<file path="config.mk">
export PLATFORM = sky130hd
export DESIGN_NAME = bounded_array_list_engine
export DESIGN_NICKNAME = d
export VERILOG_FILES = /design/src/design/bale_pkg.sv /design/src/design/bale_ram.sv /design/src/design/bounded_array_list_engine.sv
export SDC_FILE = /design/constraint.sdc
export NUM_CORES = 2
export LEC_CHECK = 0
export BUFFER_PORTS_ARGS = -buffer_cell sky130_fd_sc_hd__buf_2
export CAP_MARGIN = 20
export CORE_MARGIN = 4
export CORE_UTILIZATION = 62
export CTS_CLUSTER_SIZE = 8
export DETAILED_ROUTE_END_ITERATION = 6
export PLACE_DENSITY = 0.77
export SLEW_MARGIN = 20
export SYNTH_ARGS = -nofsm -noshare
export SYNTH_HDL_FRONTEND = slang
export SYNTH_HIERARCHICAL = 1
export SYNTH_SLANG_ARGS = --single-unit
</file>
<file path="constraint.sdc">
create_clock -name clk -period 12.9 [get_ports clk]
set_input_delay 1.29 -clock clk [delete_from_list [all_inputs] [get_ports clk]]
set_output_delay 1.29 -clock clk [all_outputs]
set_load 0.005 [all_outputs]
</file>
<file path="src/design/bale_pkg.sv">
package bale_pkg;

  localparam int CAPACITY = 16;
  localparam int IDX_W    = $clog2(CAPACITY);
  localparam int CNT_W    = 5;
  localparam int CMD_W    = 4;
  localparam int KEY_W    = 32;
  localparam int PAY_W    = 64;
  localparam int POS_W    = 5;

  // input tdata layout
  localparam int IN_KEY_LO = 0;
  localparam int IN_PAY_LO = IN_KEY_LO + KEY_W;
  localparam int IN_POS_LO = IN_PAY_LO + PAY_W;
  localparam int IN_DATA_W = ((IN_POS_LO + POS_W + 7) / 8) * 8;

  // output tdata layout
  localparam int OUT_KEY_LO   = 0;
  localparam int OUT_PAY_LO   = OUT_KEY_LO + KEY_W;
  localparam int OUT_CNT_LO   = OUT_PAY_LO + PAY_W;
  localparam int OUT_FULL_BIT = OUT_CNT_LO + CNT_W;
  localparam int OUT_EMPTY_BIT = OUT_FULL_BIT + 1;
  localparam int OUT_DATA_W   = ((OUT_EMPTY_BIT + 1 + 7) / 8) * 8;

  // command codes
  localparam logic [CMD_W-1:0] CMD_INS_END   = 4'd0;
  localparam logic [CMD_W-1:0] CMD_INS_START = 4'd1;
  localparam logic [CMD_W-1:0] CMD_INS_SORT  = 4'd2;
  localparam logic [CMD_W-1:0] CMD_RM_SHIFT  = 4'd3;
  localparam logic [CMD_W-1:0] CMD_RM_SWAP   = 4'd4;
  localparam logic [CMD_W-1:0] CMD_RM_FIRST  = 4'd5;
  localparam logic [CMD_W-1:0] CMD_RM_LAST   = 4'd6;
  localparam logic [CMD_W-1:0] CMD_FIND_POS  = 4'd7;
  localparam logic [CMD_W-1:0] CMD_FIND_KEY  = 4'd8;

  typedef struct packed {
    logic signed [KEY_W-1:0] key;
    logic [PAY_W-1:0]        payload;
  } entry_t;

  localparam int ENTRY_W = $bits(entry_t);

  function automatic logic key_less(logic signed [KEY_W-1:0] a,
                                    logic signed [KEY_W-1:0] b);
    return a < b;
  endfunction

endpackage

</file>
<file path="src/design/bale_ram.sv">
module bale_ram #(
  parameter int WIDTH = 8,
  parameter int DEPTH = 16
) (
  input  logic                     clk,
  input  logic                     wr_en,
  input  logic [$clog2(DEPTH)-1:0] wr_addr,
  input  logic [WIDTH-1:0]         wr_data,
  input  logic [$clog2(DEPTH)-1:0] rd_addr,
  output logic [WIDTH-1:0]         rd_data
);

  logic [WIDTH-1:0] mem_r [DEPTH];

  always_ff @(posedge clk) begin
    if (wr_en) begin
      mem_r[wr_addr] <= wr_data;
    end
    rd_data <= mem_r[rd_addr];
  end

endmodule

</file>
<file path="src/design/bounded_array_list_engine.sv">
// channel | dir | handshake               | contents
// in_     | in  | in_tvalid / in_tready   | tuser cmd, tdata key, payload, position
// out_    | out | out_tvalid / out_tready | tuser ok, tdata found record, count, flags
//
// one request at a time; in_tready is high only while the sequencer is idle
// one ram port pair moves one entry per cycle; remove last and a bad command go straight
// to the result, while a full key scan or shift walks the stored entries
// the result sits in an output register, so the next request is taken while it waits
// rst_n (synchronous, active low) clears the count and control; entries are not cleared
module bounded_array_list_engine (
  input  logic                             clk,
  input  logic                             rst_n,
  // request channel
  input  logic                             in_tvalid,
  output logic                             in_tready,
  input  logic [bale_pkg::IN_DATA_W-1:0]   in_tdata,  // key, payload, position, zero pad
  input  logic [bale_pkg::CMD_W-1:0]       in_tuser,  // cmd
  // result channel
  output logic                             out_tvalid,
  input  logic                             out_tready,
  output logic [bale_pkg::OUT_DATA_W-1:0]  out_tdata, // found_key, found_payload,
                                                       // entry_count, is_full, is_empty, pad
  output logic                             out_tuser  // ok
);

  localparam int IDX_W = bale_pkg::IDX_W;
  localparam int CNT_W = bale_pkg::CNT_W;
  localparam int KEY_W = bale_pkg::KEY_W;
  localparam int PAY_W = bale_pkg::PAY_W;
  localparam int POS_W = bale_pkg::POS_W;

  // sequencer states
  localparam logic [3:0] S_IDLE   = 4'd0;
  localparam logic [3:0] S_SCAN   = 4'd1;  // walk entries looking for a key
  localparam logic [3:0] S_OPEN   = 4'd2;  // start opening a hole at gap
  localparam logic [3:0] S_SHUP   = 4'd3;  // move entries up by one
  localparam logic [3:0] S_PUT    = 4'd4;  // write the new record into the hole
  localparam logic [3:0] S_CLOSE  = 4'd5;  // start closing the hole at gap
  localparam logic [3:0] S_SHDN   = 4'd6;  // move entries down by one
  localparam logic [3:0] S_SWAPRD = 4'd7;  // read the last entry
  localparam logic [3:0] S_SWAPWR = 4'd8;  // write it into the hole
  localparam logic [3:0] S_FETCH  = 4'd9;  // read data for find by position
  localparam logic [3:0] S_DONE   = 4'd10; // hand the result to the output register

  localparam logic [CNT_W-1:0] CAP_CNT = CNT_W'(bale_pkg::CAPACITY);

  logic [3:0]                  state_r, state_nxt;
  logic [bale_pkg::CMD_W-1:0]  cmd_r, cmd_nxt;
  logic signed [KEY_W-1:0]     key_r, key_nxt;
  logic [PAY_W-1:0]            pay_r, pay_nxt;
  logic [CNT_W-1:0]            cnt_r, cnt_nxt;
  logic [CNT_W-1:0]            gap_r, gap_nxt;   // hole / hit index
  logic [CNT_W-1:0]            src_r, src_nxt;   // index whose read data is arriving
  logic                        res_ok_r, res_ok_nxt;
  logic signed [KEY_W-1:0]     res_key_r, res_key_nxt;
  logic [PAY_W-1:0]            res_pay_r, res_pay_nxt;

  // output register
  logic                        out_valid_r;
  logic                        out_ok_r;
  logic signed [KEY_W-1:0]     out_key_r;
  logic [PAY_W-1:0]            out_pay_r;
  logic [CNT_W-1:0]            out_cnt_r;
  logic                        out_full_r;
  logic                        out_empty_r;
  logic                        out_load;

  // ram side
  logic                        ram_wr_en;
  logic [IDX_W-1:0]            ram_wr_addr;
  bale_pkg::entry_t            ram_wr_data;
  logic [IDX_W-1:0]            ram_rd_addr;
  bale_pkg::entry_t            rd_ent;

  // request fields
  logic [bale_pkg::CMD_W-1:0]  req_cmd;
  logic signed [KEY_W-1:0]     req_key;
  logic [PAY_W-1:0]            req_pay;
  logic [POS_W-1:0]            req_pos;
  logic [POS_W-1:0]            pos_m1;

  logic [CNT_W-1:0]            cnt_m1, src_p1, src_m1, gap_p1;
  logic                        is_full, is_empty;
  logic                        scan_hit;
  logic                        req_take;

  assign req_cmd = in_tuser;
  assign req_key = in_tdata[bale_pkg::IN_KEY_LO +: KEY_W];
  assign req_pay = in_tdata[bale_pkg::IN_PAY_LO +: PAY_W];
  assign req_pos = in_tdata[bale_pkg::IN_POS_LO +: POS_W];
  assign pos_m1  = req_pos - POS_W'(1);

  assign cnt_m1 = cnt_r - CNT_W'(1);
  assign src_p1 = src_r + CNT_W'(1);
  assign src_m1 = src_r - CNT_W'(1);
  assign gap_p1 = gap_r + CNT_W'(1);

  assign is_full  = (cnt_r == CAP_CNT);
  assign is_empty = (cnt_r == '0);

  assign in_tready = (state_r == S_IDLE);
  assign req_take  = in_tvalid && in_tready;

  // sorted insert stops at the first entry not below the key, removes and
  // finds stop at the first equal key
  assign scan_hit = (cmd_r == bale_pkg::CMD_INS_SORT) ?
                    !bale_pkg::key_less(rd_ent.key, key_r) :
                    (rd_ent.key == key_r);

  // result may move out when the output register is free or being emptied
  assign out_load = (state_r == S_DONE) && (!out_valid_r || out_tready);

  bale_ram #(
    .WIDTH(bale_pkg::ENTRY_W),
    .DEPTH(bale_pkg::CAPACITY)
  ) u_ram (
    .clk    (clk),
    .wr_en  (ram_wr_en),
    .wr_addr(ram_wr_addr),
    .wr_data(ram_wr_data),
    .rd_addr(ram_rd_addr),
    .rd_data(rd_ent)
  );

  always_comb begin
    state_nxt   = state_r;
    cmd_nxt     = cmd_r;
    key_nxt     = key_r;
    pay_nxt     = pay_r;
    cnt_nxt     = cnt_r;
    gap_nxt     = gap_r;
    src_nxt     = src_r;
    res_ok_nxt  = res_ok_r;
    res_key_nxt = res_key_r;
    res_pay_nxt = res_pay_r;
    ram_wr_en   = 1'b0;
    ram_wr_addr = gap_r[IDX_W-1:0];
    ram_wr_data = rd_ent;
    ram_rd_addr = '0;

    unique case (state_r)
      S_IDLE: begin
        if (req_take) begin
          cmd_nxt     = req_cmd;
          key_nxt     = req_key;
          pay_nxt     = req_pay;
          res_ok_nxt  = 1'b0;
          res_key_nxt = '0;
          res_pay_nxt = '0;
          src_nxt     = '0;
          state_nxt   = S_DONE;
          unique case (req_cmd) inside
            bale_pkg::CMD_INS_END: begin
              if (!is_full) begin
                gap_nxt   = cnt_r;
                state_nxt = S_OPEN;
              end
            end
            bale_pkg::CMD_INS_START: begin
              if (!is_full) begin
                gap_nxt   = '0;
                state_nxt = S_OPEN;
              end
            end
            bale_pkg::CMD_INS_SORT: begin
              if (!is_full) begin
                if (is_empty) begin
                  gap_nxt   = '0;
                  state_nxt = S_OPEN;
                end else begin
                  state_nxt = S_SCAN;
                end
              end
            end
            bale_pkg::CMD_RM_SHIFT, bale_pkg::CMD_RM_SWAP, bale_pkg::CMD_FIND_KEY: begin
              if (!is_empty) begin
                state_nxt = S_SCAN;
              end
            end
            bale_pkg::CMD_RM_FIRST: begin
              if (!is_empty) begin
                gap_nxt   = '0;
                state_nxt = S_CLOSE;
              end
            end
            bale_pkg::CMD_RM_LAST: begin
              if (!is_empty) begin
                cnt_nxt    = cnt_m1;
                res_ok_nxt = 1'b1;
              end
            end
            bale_pkg::CMD_FIND_POS: begin
              if ((req_pos != '0) && (CNT_W'(req_pos) <= cnt_r)) begin
                ram_rd_addr = pos_m1[IDX_W-1:0];
                state_nxt   = S_FETCH;
              end
            end
            default: begin
              state_nxt = S_DONE;
            end
          endcase
        end
      end

      S_SCAN: begin
        if (scan_hit) begin
          gap_nxt = src_r;
          unique case (cmd_r)
            bale_pkg::CMD_INS_SORT: state_nxt = S_OPEN;
            bale_pkg::CMD_RM_SHIFT: state_nxt = S_CLOSE;
            bale_pkg::CMD_RM_SWAP:  state_nxt = S_SWAPRD;
            bale_pkg::CMD_FIND_KEY: begin
              res_ok_nxt  = 1'b1;
              res_key_nxt = rd_ent.key;
              res_pay_nxt = rd_ent.payload;
              state_nxt   = S_DONE;
            end
            default: state_nxt = S_DONE;
          endcase
        end else if (src_r == cnt_m1) begin
          // no hit: a sorted insert goes at the end, anything else fails
          gap_nxt   = cnt_r;
          state_nxt = (cmd_r == bale_pkg::CMD_INS_SORT) ? S_OPEN : S_DONE;
        end else begin
          ram_rd_addr = src_p1[IDX_W-1:0];
          src_nxt     = src_p1;
        end
      end

      S_OPEN: begin
        if (gap_r == cnt_r) begin
          state_nxt = S_PUT;
        end else begin
          ram_rd_addr = cnt_m1[IDX_W-1:0];
          src_nxt     = cnt_m1;
          state_nxt   = S_SHUP;
        end
      end

      S_SHUP: begin
        ram_wr_en   = 1'b1;
        ram_wr_addr = src_p1[IDX_W-1:0];
        if (src_r == gap_r) begin
          state_nxt = S_PUT;
        end else begin
          ram_rd_addr = src_m1[IDX_W-1:0];
          src_nxt     = src_m1;
        end
      end

      S_PUT: begin
        ram_wr_en           = 1'b1;
        ram_wr_data.key     = key_r;
        ram_wr_data.payload = pay_r;
        cnt_nxt             = cnt_r + CNT_W'(1);
        res_ok_nxt          = 1'b1;
        state_nxt           = S_DONE;
      end

      S_CLOSE: begin
        if (gap_p1 >= cnt_r) begin
          cnt_nxt    = cnt_m1;
          res_ok_nxt = 1'b1;
          state_nxt  = S_DONE;
        end else begin
          ram_rd_addr = gap_p1[IDX_W-1:0];
          src_nxt     = gap_p1;
          state_nxt   = S_SHDN;
        end
      end

      S_SHDN: begin
        ram_wr_en   = 1'b1;
        ram_wr_addr = src_m1[IDX_W-1:0];
        if (src_r == cnt_m1) begin
          cnt_nxt    = cnt_m1;
          res_ok_nxt = 1'b1;
          state_nxt  = S_DONE;
        end else begin
          ram_rd_addr = src_p1[IDX_W-1:0];
          src_nxt     = src_p1;
        end
      end

      S_SWAPRD: begin
        ram_rd_addr = cnt_m1[IDX_W-1:0];
        state_nxt   = S_SWAPWR;
      end

      S_SWAPWR: begin
        // last entry fills the hole; harmless when the hole is the last entry
        ram_wr_en  = 1'b1;
        cnt_nxt    = cnt_m1;
        res_ok_nxt = 1'b1;
        state_nxt  = S_DONE;
      end

      S_FETCH: begin
        res_ok_nxt  = 1'b1;
        res_key_nxt = rd_ent.key;
        res_pay_nxt = rd_ent.payload;
        state_nxt   = S_DONE;
      end

      S_DONE: begin
        if (out_load) begin
          state_nxt = S_IDLE;
        end
      end

      default: begin
        state_nxt = S_IDLE;
      end
    endcase
  end

  always_ff @(posedge clk) begin
    if (!rst_n) begin
      state_r     <= S_IDLE;
      cnt_r       <= '0;
      out_valid_r <= 1'b0;
    end else begin
      state_r <= state_nxt;
      cnt_r   <= cnt_nxt;
      if (out_load) begin
        out_valid_r <= 1'b1;
      end else if (out_tready) begin
        out_valid_r <= 1'b0;
      end
    end
  end

  // payload and working registers
  always_ff @(posedge clk) begin
    cmd_r     <= cmd_nxt;
    key_r     <= key_nxt;
    pay_r     <= pay_nxt;
    gap_r     <= gap_nxt;
    src_r     <= src_nxt;
    res_ok_r  <= res_ok_nxt;
    res_key_r <= res_key_nxt;
    res_pay_r <= res_pay_nxt;
    if (out_load) begin
      out_ok_r    <= res_ok_r;
      out_key_r   <= res_key_r;
      out_pay_r   <= res_pay_r;
      out_cnt_r   <= cnt_r;
      out_full_r  <= is_full;
      out_empty_r <= is_empty;
    end
  end

  assign out_tvalid = out_valid_r;
  assign out_tuser  = out_ok_r;

  always_comb begin
    out_tdata = '0;
    out_tdata[bale_pkg::OUT_KEY_LO +: KEY_W] = out_key_r;
    out_tdata[bale_pkg::OUT_PAY_LO +: PAY_W] = out_pay_r;
    out_tdata[bale_pkg::OUT_CNT_LO +: CNT_W] = out_cnt_r;
    out_tdata[bale_pkg::OUT_FULL_BIT]        = out_full_r;
    out_tdata[bale_pkg::OUT_EMPTY_BIT]       = out_empty_r;
  end

endmodule

</file>
==> flow_results.org <==
** Outcome
- Status :: completed

** Timing
- For the final database, setup skew stands at between 0.03 and 0.04 ns.
- Post-Route Setup TNS :: 0 ns
- For the pin with the worst max-slew slack, the measured transition is 1.18 ns.
- Setup slack on the critical path of the routed design comes to 6.90 ns.
- RSZ-0062 raised after global routing :: false
- The number of max-slew violations in the final report came to 0.
- Min Tclk post-route :: 6.00 ns
- Dividing the final minimum period by the clock period gives 0.465.
- The total count of hold-check failures in the final report was 0.
- Setup violations remaining at the end of the flow were counted as 0.
- Hold is met by 0.402 ns.
- Derived from the worst setup path, the maximum achievable clock frequency is around 170 MHz.
- The worst pin sits at a relative slew slack of 0.216.

** Routing
- Routed length per placed instance :: 32.3 um
- The pre-antenna-repair detailed-routing pass consisted of 6 iterations.
- The routed layout has 39200 vias.
- Per-cell via count in the routed design :: slightly below 7
- After detailed routing, the number of remaining DRC violations is 0.
- Final antenna-violating net count :: 0
- DRT iter0 DRCs :: around 5700
- Wires add up to around 190000 um.

** Synthesis
- The cell count after synthesis came out at about 3600.
- Post-synthesis async set-or-reset flop share :: 0
- The synthesized design contains 1953 register bits.
- Dividing the synthesized area by the synthesized cell count gives around 20 um2.
- The synthesized netlist contains 72 unique library cells.
- Leading register cell type out of synthesis :: sky130_fd_sc_hd__edfxtp_1
- The number of nets handed over by synthesis was roughly 3800.
- Share of synthesized area occupied by flip-flops and latches :: 0.781
- The mapped netlist covers approximately 0.074 mm2.
- Yosys printed 6 warnings.
- Post-synth EDFFs :: 1847

** Power and ir drop
- Overall power consumption after layout is estimated at between 20 and 25 mW.
- For this design the static power due to leakage is 28.5 nW.
- Maximum resistive drop on vdd :: approximately 400 uV
- Total power per unit cell area :: around 280 mW/mm2

** Die
- Core area :: between 0.1 and 0.15 mm2
- Die Outline Area :: 0.125 mm2
- Starting utilization of the core area :: 0.625
- Vert. Die Dim :: around 350 um
- For this design the top-level I/O count stands at roughly 220.
- Die extent in x :: roughly 350 um
- Std-Cell Rows :: approximately 130

** Clock network
- Bufs on Longest Clock Path :: 4
- Clk sinks :: ~2000
- Clock transition at path regs :: ~0.06 ns
- After clock tree synthesis, the setup repair step added 0 buffers.
- Buffers inserted during clock tree synthesis total between 200 and 300.
- CTS built an H-tree with a depth of 5.
- The number of hold buffers added after CTS was 0.
- TritonCTS built the clock tree.
- Clock root buffer master :: sky130_fd_sc_hd__clkbuf_16
- Clock latency on the worst-skew pair, taken at its later pin, is 0.90 ns.
- Once the clock tree was built, the resizer swapped 0 gates to a different size.

** Worst setup path
- Startpoint kind of the worst setup timing path :: register
- The signal on the critical path passes through nand2_1, nor2_1, nor2_1, o21ai_0, nand2b_1, nor2_4, buf_4, buf_4.
- Maximum fanout count along the critical path :: 60
- Crit path arrival time :: between 6 and 7 ns
- Required time of the critical path :: between 10 and 15 ns
- CP Capture Type :: register
- Path type of the worst setup path :: reg2reg
- Among all stages on the critical path, the largest delay is contributed by sky130_fd_sc_hd__buf_4.
- Slowest cell delay on critical path :: about 0.9 ns

** GRT
- Wire length of the first global-routing pass :: approximately 270000 um
- Summed over all layers, the global routing overflow is 0.
- Global-route total usage across every layer :: 0.302
- The number of global-route vias before repair came to 40900.
- Initial antenna violation count :: 6
- Entering global routing, the biggest net connects 170 pins.

** Finish
- Most used cells in the layout excluding fill and tap cells :: sky130_fd_sc_hd__edfxtp_1, sky130_fd_sc_hd__mux4_2, sky130_fd_sc_hd__nand2_1
- The net count of the finished layout is roughly 4200.
- Most common library cell in the layout ignoring fill and taps :: sky130_fd_sc_hd__edfxtp_1
- For this run, the share of the core covered by cells in the final layout is 0.720.
- From synthesis to final layout, the design area changed by 15.3%.
- The finished layout holds around 5800 standard cells, fillers aside.
- Cell area after layout :: roughly 0.085 mm2
- Of the cells placed in the final design, the portion with a size suffix greater than 1 is 0.248.

** Placed design
- Prior to clock tree synthesis, the placed netlist has a worst setup slack of 6.59 ns.
- Instance count after placement with tap cells included :: around 5300
- Placer Congestion :: about 0.9
- Summed over all nets, the half-perimeter wirelength after detailed placement is roughly 83000 um.
- The count of buffers added on input and output ports is about 210.
- Placement Cell Area :: between 0.07 and 0.08 mm2

** Job
- Max-cap violations in this run came to 0.

** Hold path
- The worst hold path belongs to the class reg2reg.
[sequential cells by signal, indices dropped and copies added, names as in the netlist]
name	count
u_ram/mem_r	1536
u_ram/rd_data	96
out_pay_r	64
pay_r	64
res_pay_r	64
key_r	32
out_key_r	32
res_key_r	32
cnt_r	5
gap_r	5
out_cnt_r	5
src_r	5
cmd_r	4
state_r	4
out_empty_r	1
out_full_r	1
out_tuser	1
out_tvalid	1
res_ok_r	1
[worst max-delay path: cells and delay by family (launching register included)]
| kind | cells | cell delay [ns] |
|---|---|---|
| simple gates | 5 | 2.16 |
| buf+inv | 2 | 1.66 |
| flops | 1 | 0.87 |
| compound gates | 1 | 0.82 |
[synthesized netlist by cell type, drive strengths merged, types with 7 or more instances]
master	n	share of area
edfxtp	1847	0.75
mux4	384	0.12
nand2	367	0.019
a22oi	192	0.020
dfxtp	106	0.029
buf	101	0.0091
and3	99	0.0084
clkbuf	92	0.0047
inv	57	0.0029
o21ai	56	0.0038
ha	49	0.0083
nor2	46	0.0024
a21oi	33	0.0024
xnor2	21	0.0027
nand3	17	0.0012
nor3	17	0.0012
nand4	10	0.0011
nor2b	10	0.00085
mux2i	9	0.0012
o211ai	9	0.00092
o221ai	8	0.00095
xor2	8	0.00095
nand2b	7	0.00059
o22ai	7	0.00059
[cells by family after synthesis]
family / share of synthesized area
flip-flops: 0.781
buffers and inverters: 0.0167
other: 0.0000509
adder cells (fa/ha/maj): 0.00831
multiplexers: 0.118
AO/OA/AOI/OAI: 0.0338
XOR/XNOR: 0.00426
AND/OR/NAND/NOR: 0.0376
[per-layer routing]
layer	GRT usage	wire (um)	part of all wire	up-vias
li1	-	-	-	15600
met1	0.409	65900	0.35	20000
met2	0.486	92100	0.49	3019
met3	0.0739	22400	0.12	460
met4	0.114	6190	0.033	4
met5	0	26	0.00014	-
[where the power goes]
| part | switching, mW | leakage [nW] | internal, mW |
|---|---|---|---|
| combinational | 4.62 | 6.86 | 3.00 |
| clock | 2.63 | 3.93 | 4.25 |
| sequential | 0.424 | 17.7 | 8.71 |
| total | 7.68 | 28.5 | 16.0 |
[layout make-up]
class                           instances  area (um2)
Timing Repair Buffer                  309        1910
Sequential cell                      1953       57600
Clock buffer                          474        8120
Fill cell                            6369       33100
Tap cell                             1536        1920
Clock inverter                         10         103
Antenna cell                            4        10.0
Multi-Input combinational cell       1430       15100
Inverter                               57         216
[path summary, 6_finish.rpt]
path / startpoint / endpoint / slack, ns / depth (start not counted)
worst min register to register: res_key_r[9]$_SDFFCE_PN0P_ / out_key_r[9]$_DFFE_PP_ / 0.40 / 0
worst min-delay path: res_key_r[9]$_SDFFCE_PN0P_ / out_key_r[9]$_DFFE_PP_ / 0.40 / 0
worst max-delay path: state_r[0]$_SDFFE_PN0P_ / u_ram/mem_r[13][28]$_DFFE_PP_ / 6.90 / 8
worst max register to register: state_r[0]$_SDFFE_PN0P_ / u_ram/mem_r[13][28]$_DFFE_PP_ / 6.90 / 8
Power figures use the tool's default switching activity.
